$ cat config.mk
export PLATFORM = sky130hd
export DESIGN_NAME = bounded_random_lcg_reject_core
export DESIGN_NICKNAME = d
export VERILOG_FILES = /design/src/sv/brlr_pkg.sv /design/src/sv/bounded_random_lcg_reject_core.sv /design/src/sv/brlr_ctrl.sv /design/src/sv/brlr_dp.sv
export SDC_FILE = /design/constraint.sdc
export NUM_CORES = 1
export LEC_CHECK = 0
export ABC_AREA = 1
export BUFFER_PORTS_ARGS = -buffer_cell sky130_fd_sc_hd__buf_2
export CAP_MARGIN = 10
export CORE_AREA = 2 2 257 183
export CTS_BUF_LIST = sky130_fd_sc_hd__clkbuf_2 sky130_fd_sc_hd__clkbuf_4 sky130_fd_sc_hd__clkbuf_8
export DETAILED_ROUTE_END_ITERATION = 8
export DIE_AREA = 0 0 259 185
export SKIP_LAST_GASP = 1
export SLEW_MARGIN = 20
export SYNTH_ARGS = -nofsm -noshare
export SYNTH_HDL_FRONTEND = slang
export SYNTH_SLANG_ARGS = --single-unit
$ cat constraint.sdc
create_clock -name i_clk -period 15.55 [get_ports i_clk]
set_clock_uncertainty 0.2 [all_clocks]
set_input_delay 0 -clock i_clk [delete_from_list [all_inputs] [get_ports i_clk]]
set_output_delay 0 -clock i_clk [all_outputs]
set_load 0.01 [all_outputs]
$ cat src/sv/brlr_pkg.sv
// Shared constants and controller/datapath interface types for the bounded random core.
package brlr_pkg;

    localparam int unsigned DATA_W = 32;
    localparam int unsigned DIV_W  = DATA_W + 1;
    localparam int unsigned CNT_W  = 6;

    localparam logic [DATA_W-1:0] SEED_RESET = 32'd12345678;
    localparam logic [DATA_W-1:0] LCG_MUL    = 32'd1664525;
    localparam logic [DATA_W-1:0] LCG_INC    = 32'd1013904223;
    localparam logic [DIV_W-1:0]  TWO_POW_32 = 33'h1_0000_0000;
    localparam logic [CNT_W-1:0]  DIV_STEPS  = 6'd33;

    typedef struct packed {
        logic load_in;
        logic start_bkt;
        logic div_step;
        logic save_bkt;
        logic adv_seed;
        logic load_out;
    } t_cmd;

    typedef struct packed {
        logic bound_zero;
        logic div_done;
        logic draw_ok;
    } t_sts;

endpackage

$ cat src/sv/bounded_random_lcg_reject_core.sv
// Bucket and draw divisions share one restoring divider, one quotient bit per cycle (33).
// A zero bound returns its flagged word without any division and leaves the seed alone.
// A new request is taken only after the previous one has been loaded into the output word.
// Synchronous active-low reset empties the output and loads the seed with 12345678.
// Top level of the bounded random generator with rejection sampling.
module bounded_random_lcg_reject_core (
    input  logic                        i_clk,
    input  logic                        i_rst_n,
    input  logic                        i_valid,
    output logic                        o_stall,
    input  logic [brlr_pkg::DATA_W-1:0] i_bound,
    output logic                        o_valid,
    input  logic                        i_stall,
    output logic [brlr_pkg::DATA_W-1:0] o_value,
    output logic                        o_bad_bound
);

    brlr_pkg::t_cmd cmd;
    brlr_pkg::t_sts sts;

    // sequence the request
    brlr_ctrl u_ctrl (
        .i_clk   (i_clk),
        .i_rst_n (i_rst_n),
        .i_valid (i_valid),
        .o_stall (o_stall),
        .o_valid (o_valid),
        .i_stall (i_stall),
        .i_sts   (sts),
        .o_cmd   (cmd)
    );

    // compute bucket, draws and result word
    brlr_dp u_dp (
        .i_clk       (i_clk),
        .i_rst_n     (i_rst_n),
        .i_bound     (i_bound),
        .i_cmd       (cmd),
        .o_sts       (sts),
        .o_value     (o_value),
        .o_bad_bound (o_bad_bound)
    );

endmodule

$ cat src/sv/brlr_ctrl.sv
// Controller state machine sequencing bucket division, seed advance and draw rejection.
module brlr_ctrl (
    input  logic          i_clk,
    input  logic          i_rst_n,
    input  logic          i_valid,
    output logic          o_stall,
    output logic          o_valid,
    input  logic          i_stall,
    input  brlr_pkg::t_sts i_sts,
    output brlr_pkg::t_cmd o_cmd
);

    localparam logic [2:0] S_IDLE = 3'd0;
    localparam logic [2:0] S_LOAD = 3'd1;
    localparam logic [2:0] S_BKT  = 3'd2;
    localparam logic [2:0] S_ADV  = 3'd3;
    localparam logic [2:0] S_DRAW = 3'd4;
    localparam logic [2:0] S_CHK  = 3'd5;
    localparam logic [2:0] S_DONE = 3'd6;

    logic [2:0] r_state;
    logic [2:0] n_state;
    logic       r_out_valid;
    logic       n_out_valid;
    logic       slot_free;

    // output slot may be refilled when empty or being taken this cycle
    assign slot_free = !r_out_valid || !i_stall;

    // decode state into datapath commands
    always_comb begin
        n_state = r_state;
        o_cmd   = '0;
        case (r_state)
            S_IDLE: begin
                if (i_valid) begin
                    o_cmd.load_in = 1'b1;
                    n_state       = S_LOAD;
                end
            end
            S_LOAD: begin
                if (i_sts.bound_zero) begin
                    n_state = S_DONE;
                end else begin
                    o_cmd.start_bkt = 1'b1;
                    n_state         = S_BKT;
                end
            end
            S_BKT: begin
                if (i_sts.div_done) begin
                    o_cmd.save_bkt = 1'b1;
                    n_state        = S_ADV;
                end else begin
                    o_cmd.div_step = 1'b1;
                end
            end
            S_ADV: begin
                o_cmd.adv_seed = 1'b1;
                n_state        = S_DRAW;
            end
            S_DRAW: begin
                if (i_sts.div_done) begin
                    n_state = S_CHK;
                end else begin
                    o_cmd.div_step = 1'b1;
                end
            end
            S_CHK: begin
                // reject draws at or above the bound
                n_state = i_sts.draw_ok ? S_DONE : S_ADV;
            end
            S_DONE: begin
                if (slot_free) begin
                    o_cmd.load_out = 1'b1;
                    n_state        = S_IDLE;
                end
            end
            default: begin
                n_state = S_IDLE;
            end
        endcase
    end

    // track the output word
    always_comb begin
        n_out_valid = r_out_valid;
        if (r_out_valid && !i_stall) begin
            n_out_valid = 1'b0;
        end
        if (o_cmd.load_out) begin
            n_out_valid = 1'b1;
        end
    end

    always_ff @(posedge i_clk) begin
        if (!i_rst_n) begin
            r_state     <= S_IDLE;
            r_out_valid <= 1'b0;
        end else begin
            r_state     <= n_state;
            r_out_valid <= n_out_valid;
        end
    end

    assign o_stall = (r_state != S_IDLE);
    assign o_valid = r_out_valid;

endmodule

$ cat src/sv/brlr_dp.sv
// Datapath: seed register, LCG update, shared serial divider and output word register.
module brlr_dp (
    input  logic                          i_clk,
    input  logic                          i_rst_n,
    input  logic [brlr_pkg::DATA_W-1:0]   i_bound,
    input  brlr_pkg::t_cmd                i_cmd,
    output brlr_pkg::t_sts                o_sts,
    output logic [brlr_pkg::DATA_W-1:0]   o_value,
    output logic                          o_bad_bound
);

    logic [brlr_pkg::DATA_W-1:0] r_bound;
    logic [brlr_pkg::DATA_W-1:0] r_seed;
    logic [brlr_pkg::DATA_W-1:0] n_seed;
    logic [brlr_pkg::DIV_W-1:0]  r_bucket;
    logic [brlr_pkg::DIV_W-1:0]  r_divisor;
    logic [brlr_pkg::DIV_W-1:0]  r_rem;
    logic [brlr_pkg::DIV_W-1:0]  r_quo;
    logic [brlr_pkg::CNT_W-1:0]  r_cnt;
    logic [brlr_pkg::DATA_W-1:0] r_value;
    logic                        r_bad;
    logic [brlr_pkg::DIV_W:0]    rem_sh;
    logic [brlr_pkg::DIV_W:0]    diff;
    logic                        ge;
    logic [brlr_pkg::DATA_W-1:0] prod;

    // next seed: multiply and add, modulo 2^32
    assign prod   = r_seed * brlr_pkg::LCG_MUL;
    assign n_seed = prod + brlr_pkg::LCG_INC;

    // one restoring division step
    assign rem_sh = {r_rem, r_quo[brlr_pkg::DIV_W-1]};
    assign diff   = rem_sh - {1'b0, r_divisor};
    assign ge     = !diff[brlr_pkg::DIV_W];

    // hold the seed across requests, advance once per draw
    always_ff @(posedge i_clk) begin
        if (!i_rst_n) begin
            r_seed <= brlr_pkg::SEED_RESET;
            r_cnt  <= '0;
        end else begin
            if (i_cmd.adv_seed) begin
                r_seed <= n_seed;
            end
            if (i_cmd.start_bkt || i_cmd.adv_seed) begin
                r_cnt <= brlr_pkg::DIV_STEPS;
            end else if (i_cmd.div_step) begin
                r_cnt <= r_cnt - 1'b1;
            end
        end
    end

    // capture the word, run the divider, register the result word
    always_ff @(posedge i_clk) begin
        if (i_cmd.load_in) begin
            r_bound <= i_bound;
        end
        if (i_cmd.save_bkt) begin
            r_bucket <= r_quo;
        end
        if (i_cmd.start_bkt) begin
            r_divisor <= {1'b0, r_bound};
            r_rem     <= '0;
            r_quo     <= brlr_pkg::TWO_POW_32;
        end else if (i_cmd.adv_seed) begin
            r_divisor <= r_bucket;
            r_rem     <= '0;
            r_quo     <= {1'b0, n_seed};
        end else if (i_cmd.div_step) begin
            r_rem <= ge ? diff[brlr_pkg::DIV_W-1:0] : rem_sh[brlr_pkg::DIV_W-1:0];
            r_quo <= {r_quo[brlr_pkg::DIV_W-2:0], ge};
        end
        if (i_cmd.load_out) begin
            r_bad   <= (r_bound == '0);
            r_value <= (r_bound == '0) ? '0 : r_quo[brlr_pkg::DATA_W-1:0];
        end
    end

    assign o_sts.bound_zero = (r_bound == '0);
    assign o_sts.div_done   = (r_cnt == '0);
    assign o_sts.draw_ok    = (r_quo < {1'b0, r_bound});
    assign o_value          = r_value;
    assign o_bad_bound      = r_bad;

endmodule

==> flow_metrics.py <==
metrics = {
    "status": {
        "status": "finished clean",
    },
    "final_layout": {
        "final_area_um2": 22730,
        "multi_input_area_um2": 11690,
        "nets": 3076,
        "fill_cells": 4484,
        "final_layout_size_suffix_gt1_frac": 0.07140,
        "ff_latch_area_um2": 6086,
        "syn2layout_area_growth_pct": 12.14,
    },
    "setup_path": {
        "startpoint": "u_dp.r_seed[1]$_SDFFE_PN1P_",
        "crit_slowest_cell": "dfxtp_1",
        "arrival_ns": 7.32,
        "rr_startpoint": "u_dp.r_seed[1]$_SDFFE_PN1P_",
        "crit_type": "reg2reg",
        "r2r-end": "u_dp.r_seed[27]$_SDFFE_PN0P_",
        "crit_required_ns": 15.76,
        "rr_worst_depth": 25,
        "path_common_cell": "inv_1",
        "crit_fanout": 11,
        "rrSetupSlack_ns": 8.43,
        "worst_setup_path_start_kind": "flop",
        "cpPeakStageDelay_ns": 0.60,
        "endpoint_kind": "flop",
        "crit_path_end": "u_dp.r_seed[27]$_SDFFE_PN0P_",
    },
    "die": {
        "die_h_um": 185,
        "die_x_um": 259,
        "core_area_um2": 45670,
        "pin_count": 71,
        "start_util": 0.4438,
        "row_count": 66,
        "dieArea_um2": 47920,
    },
    "global_routing": {
        "grt_max_degree": 71,
        "grt_pass1_wl_mm": 96.88,
        "overflow": 0,
        "grt_pass1_vias": 16466,
        "antenna_found_initial": 1,
        "grt_usage": 0.2662,
    },
    "synthesis": {
        "synth_top_cell_by_area": "edfxtp_1",
        "ys_warn_count": 0,
        "syn_inst": 2541,
        "synth_edf_count": 130,
        "avgSynthCellArea_um2": 7.976,
        "synth.distinct_cells": 46,
        "synth_area_um2": 20270,
        "synth_common_cells": "inv_1 (588), nand2_1 (505), ha_1 (226)",
        "synth_top_area_frac": 0.1926,
        "ys_seq_elements": 239,
        "synthArstFlopShare": 0,
        "synth_ff_type": "edfxtp_1",
        "yosysMostFrequentCell": "inv_1",
        "synth_nets": 2941,
        "yosys-top-cells-area": "edfxtp_1 (19%), ha_1 (14%), fa_1 (14%)",
        "ys_seq_area_frac": 0.3003,
    },
    "route": {
        "drtIter0Drc": 1541,
        "vias_per_cell": 5.121,
        "dr.pass1.iters": 6,
        "wl_per_cell_um": 18.81,
        "routed_wl_mm": 62.36,
        "ant_nets": 0,
        "num_vias": 16981,
        "drc": 0,
    },
    "sta": {
        "final-setup-viol-count": 0,
        "tightest_slew_ns": 1.168,
        "hold_viol": 0,
        "max_freq_mhz": 140.5,
        "fin_crit_sh": 0.4577,
        "finalMaxSlewViolations": 0,
        "rsz0062_at_grt": "false",
        "slew_headroom": 0.2216,
        "fin_tns_setup_ns": 0,
        "fin_crit_ns": 7.117,
    },
    "min_path": {
        "min_path_type": "in2reg",
    },
    "clocking": {
        "cts_made_buffers": 39,
        "clk_latency_ns": 0.57,
        "cts.clk_slew.worst_paths_ns": 0.07,
        "cts_tree": "yes",
        "cts_sinks": 239,
        "h-tree-depth": 2,
        "clock_path_buffers": 3,
        "post_cts_buffers": 0,
        "cts_root_buf": "clkbuf_8",
    },
    "placed_design": {
        "post_dp_cell_area_um2": 21220,
        "portBuffers": 70,
        "dp.final_hpwl_mm": 49.07,
        "gp_congestion": 0.9428,
    },
    "run": {
        "drv_cap": 0,
    },
}
-- per-stage QoR --
| stage | worst slack [ns] | std cells | hold WS, ns | util |
|---|---|---|---|---|
| 4_1_cts | 8.509 | 3315 | 0.1245 | 0.4974 |
| 3_5_place_dp | 8.509 | 3180 | -0.02190 | 0.4646 |
| 3_3_place_gp | 8.656 | 3180 | -0.02404 | 0.4646 |
| 6_report | 8.433 | 3316 | 0.1660 | 0.4977 |
| 5_1_grt | 7.856 | 3316 | 0.1634 | 0.4977 |
| 2_1_floorplan | 9.411 | 2541 | -0.1011 | - |
-- cell usage in the layout, fill, tap and decap left out, types with 12 or more instances in the layout --
cell type	netlist	routed
clkbuf_4	0	15
nand4_1	26	26
dlygate4sd3_1	0	67
fa_1	138	138
dfxtp_1	109	109
clkbuf_8	0	46
nand3_1	148	148
nand2_1	505	505
xnor2_1	19	19
inv_2	12	12
inv_1	588	588
o21ai_0	119	119
nor3_1	19	19
nand3b_1	24	24
a21oi_1	175	174
ha_1	226	226
nor2_1	131	129
edfxtp_1	130	130
xor2_1	13	13
buf_2	18	70
-- cell families (layout without fill, tap and decap cells) --
| kind of cell | after synthesis | after routing | synth area share |
|---|---|---|---|
| simple gates | 904 | 904 | 0.1943 |
| buf+inv | 654 | 816 | 0.1248 |
| fa+ha+maj | 364 | 364 | 0.2758 |
| compound gates | 348 | 348 | 0.09094 |
| flops | 239 | 239 | 0.3003 |
| xor+xnor | 32 | 32 | 0.01383 |
| other cells | 0 | 1 | 0 |
-- registers in the layout, indices dropped and copies added, names as in the netlist --
register,flops
u_dp.r_bound,32
u_ctrl.r_state,3
u_dp.o_value,32
u_dp.r_cnt,6
u_dp.r_quo,33
u_ctrl.o_valid,1
u_dp.r_rem,33
u_dp.r_seed,32
u_dp.o_bad_bound,1
u_dp.r_bucket,33
u_dp.r_divisor,33
-- timing repair --
item / CTS / global route
gates resized for setup: 0 / 0
endpoints found under the hold margin: 114 / 0
hold buffers: 67 / 0
-- per-layer routing --
| layer | track usage | part of all wire | up-vias |
|---|---|---|---|
| met4 | 0.05526 | 0.017 | 0 |
| met2 | 0.3594 | 0.38 | 595 |
| met3 | 0.06637 | 0.093 | 62 |
| met5 | 0 | 0 | - |
| met1 | 0.4196 | 0.51 | 8019 |
| li1 | - | - | 8305 |
-- final cells by class --
cell class | instances | share of cell area
Inverter | 601 | 0.09926
Antenna cell | 1 | 0.0001101
Sequential cell | 239 | 0.2678
Clock buffer | 61 | 0.03281
Clock inverter | 7 | 0.003689
Tap cell | 612 | 0.03369
Timing Repair Buffer | 147 | 0.04823
Multi-Input combinational cell | 1648 | 0.5144
-- worst max-delay path, delay by kind of cell (launching register included) --
family	cells	cell delay (ns)
xor+xnor	1	0.48
flops	1	0.60
fa+ha+maj	8	3.68
compound gates	4	0.58
simple gates	5	0.84
buf+inv	7	0.63
-- worst min path at each step --
stage,startpoint,to,slack [ns],depth (start not counted)
after floorplan,i_bound[0],u_dp.r_bound[0]$_DFFE_PP_,-0.10,0
after global placement,i_bound[3],u_dp.r_bound[3]$_DFFE_PP_,-0.02,1
after detailed placement,i_bound[25],u_dp.r_bound[25]$_DFFE_PP_,-0.02,1
after CTS,i_stall,u_ctrl.o_valid$_SDFFE_PN0P_,0.12,4
after global routing,i_stall,u_ctrl.o_valid$_SDFFE_PN0P_,0.16,4
final,i_stall,u_ctrl.o_valid$_SDFFE_PN0P_,0.17,4
Power is left out: the tool's default activity adds up to more than one toggle a clock period on the data nets, which glitch-free logic cannot reach.
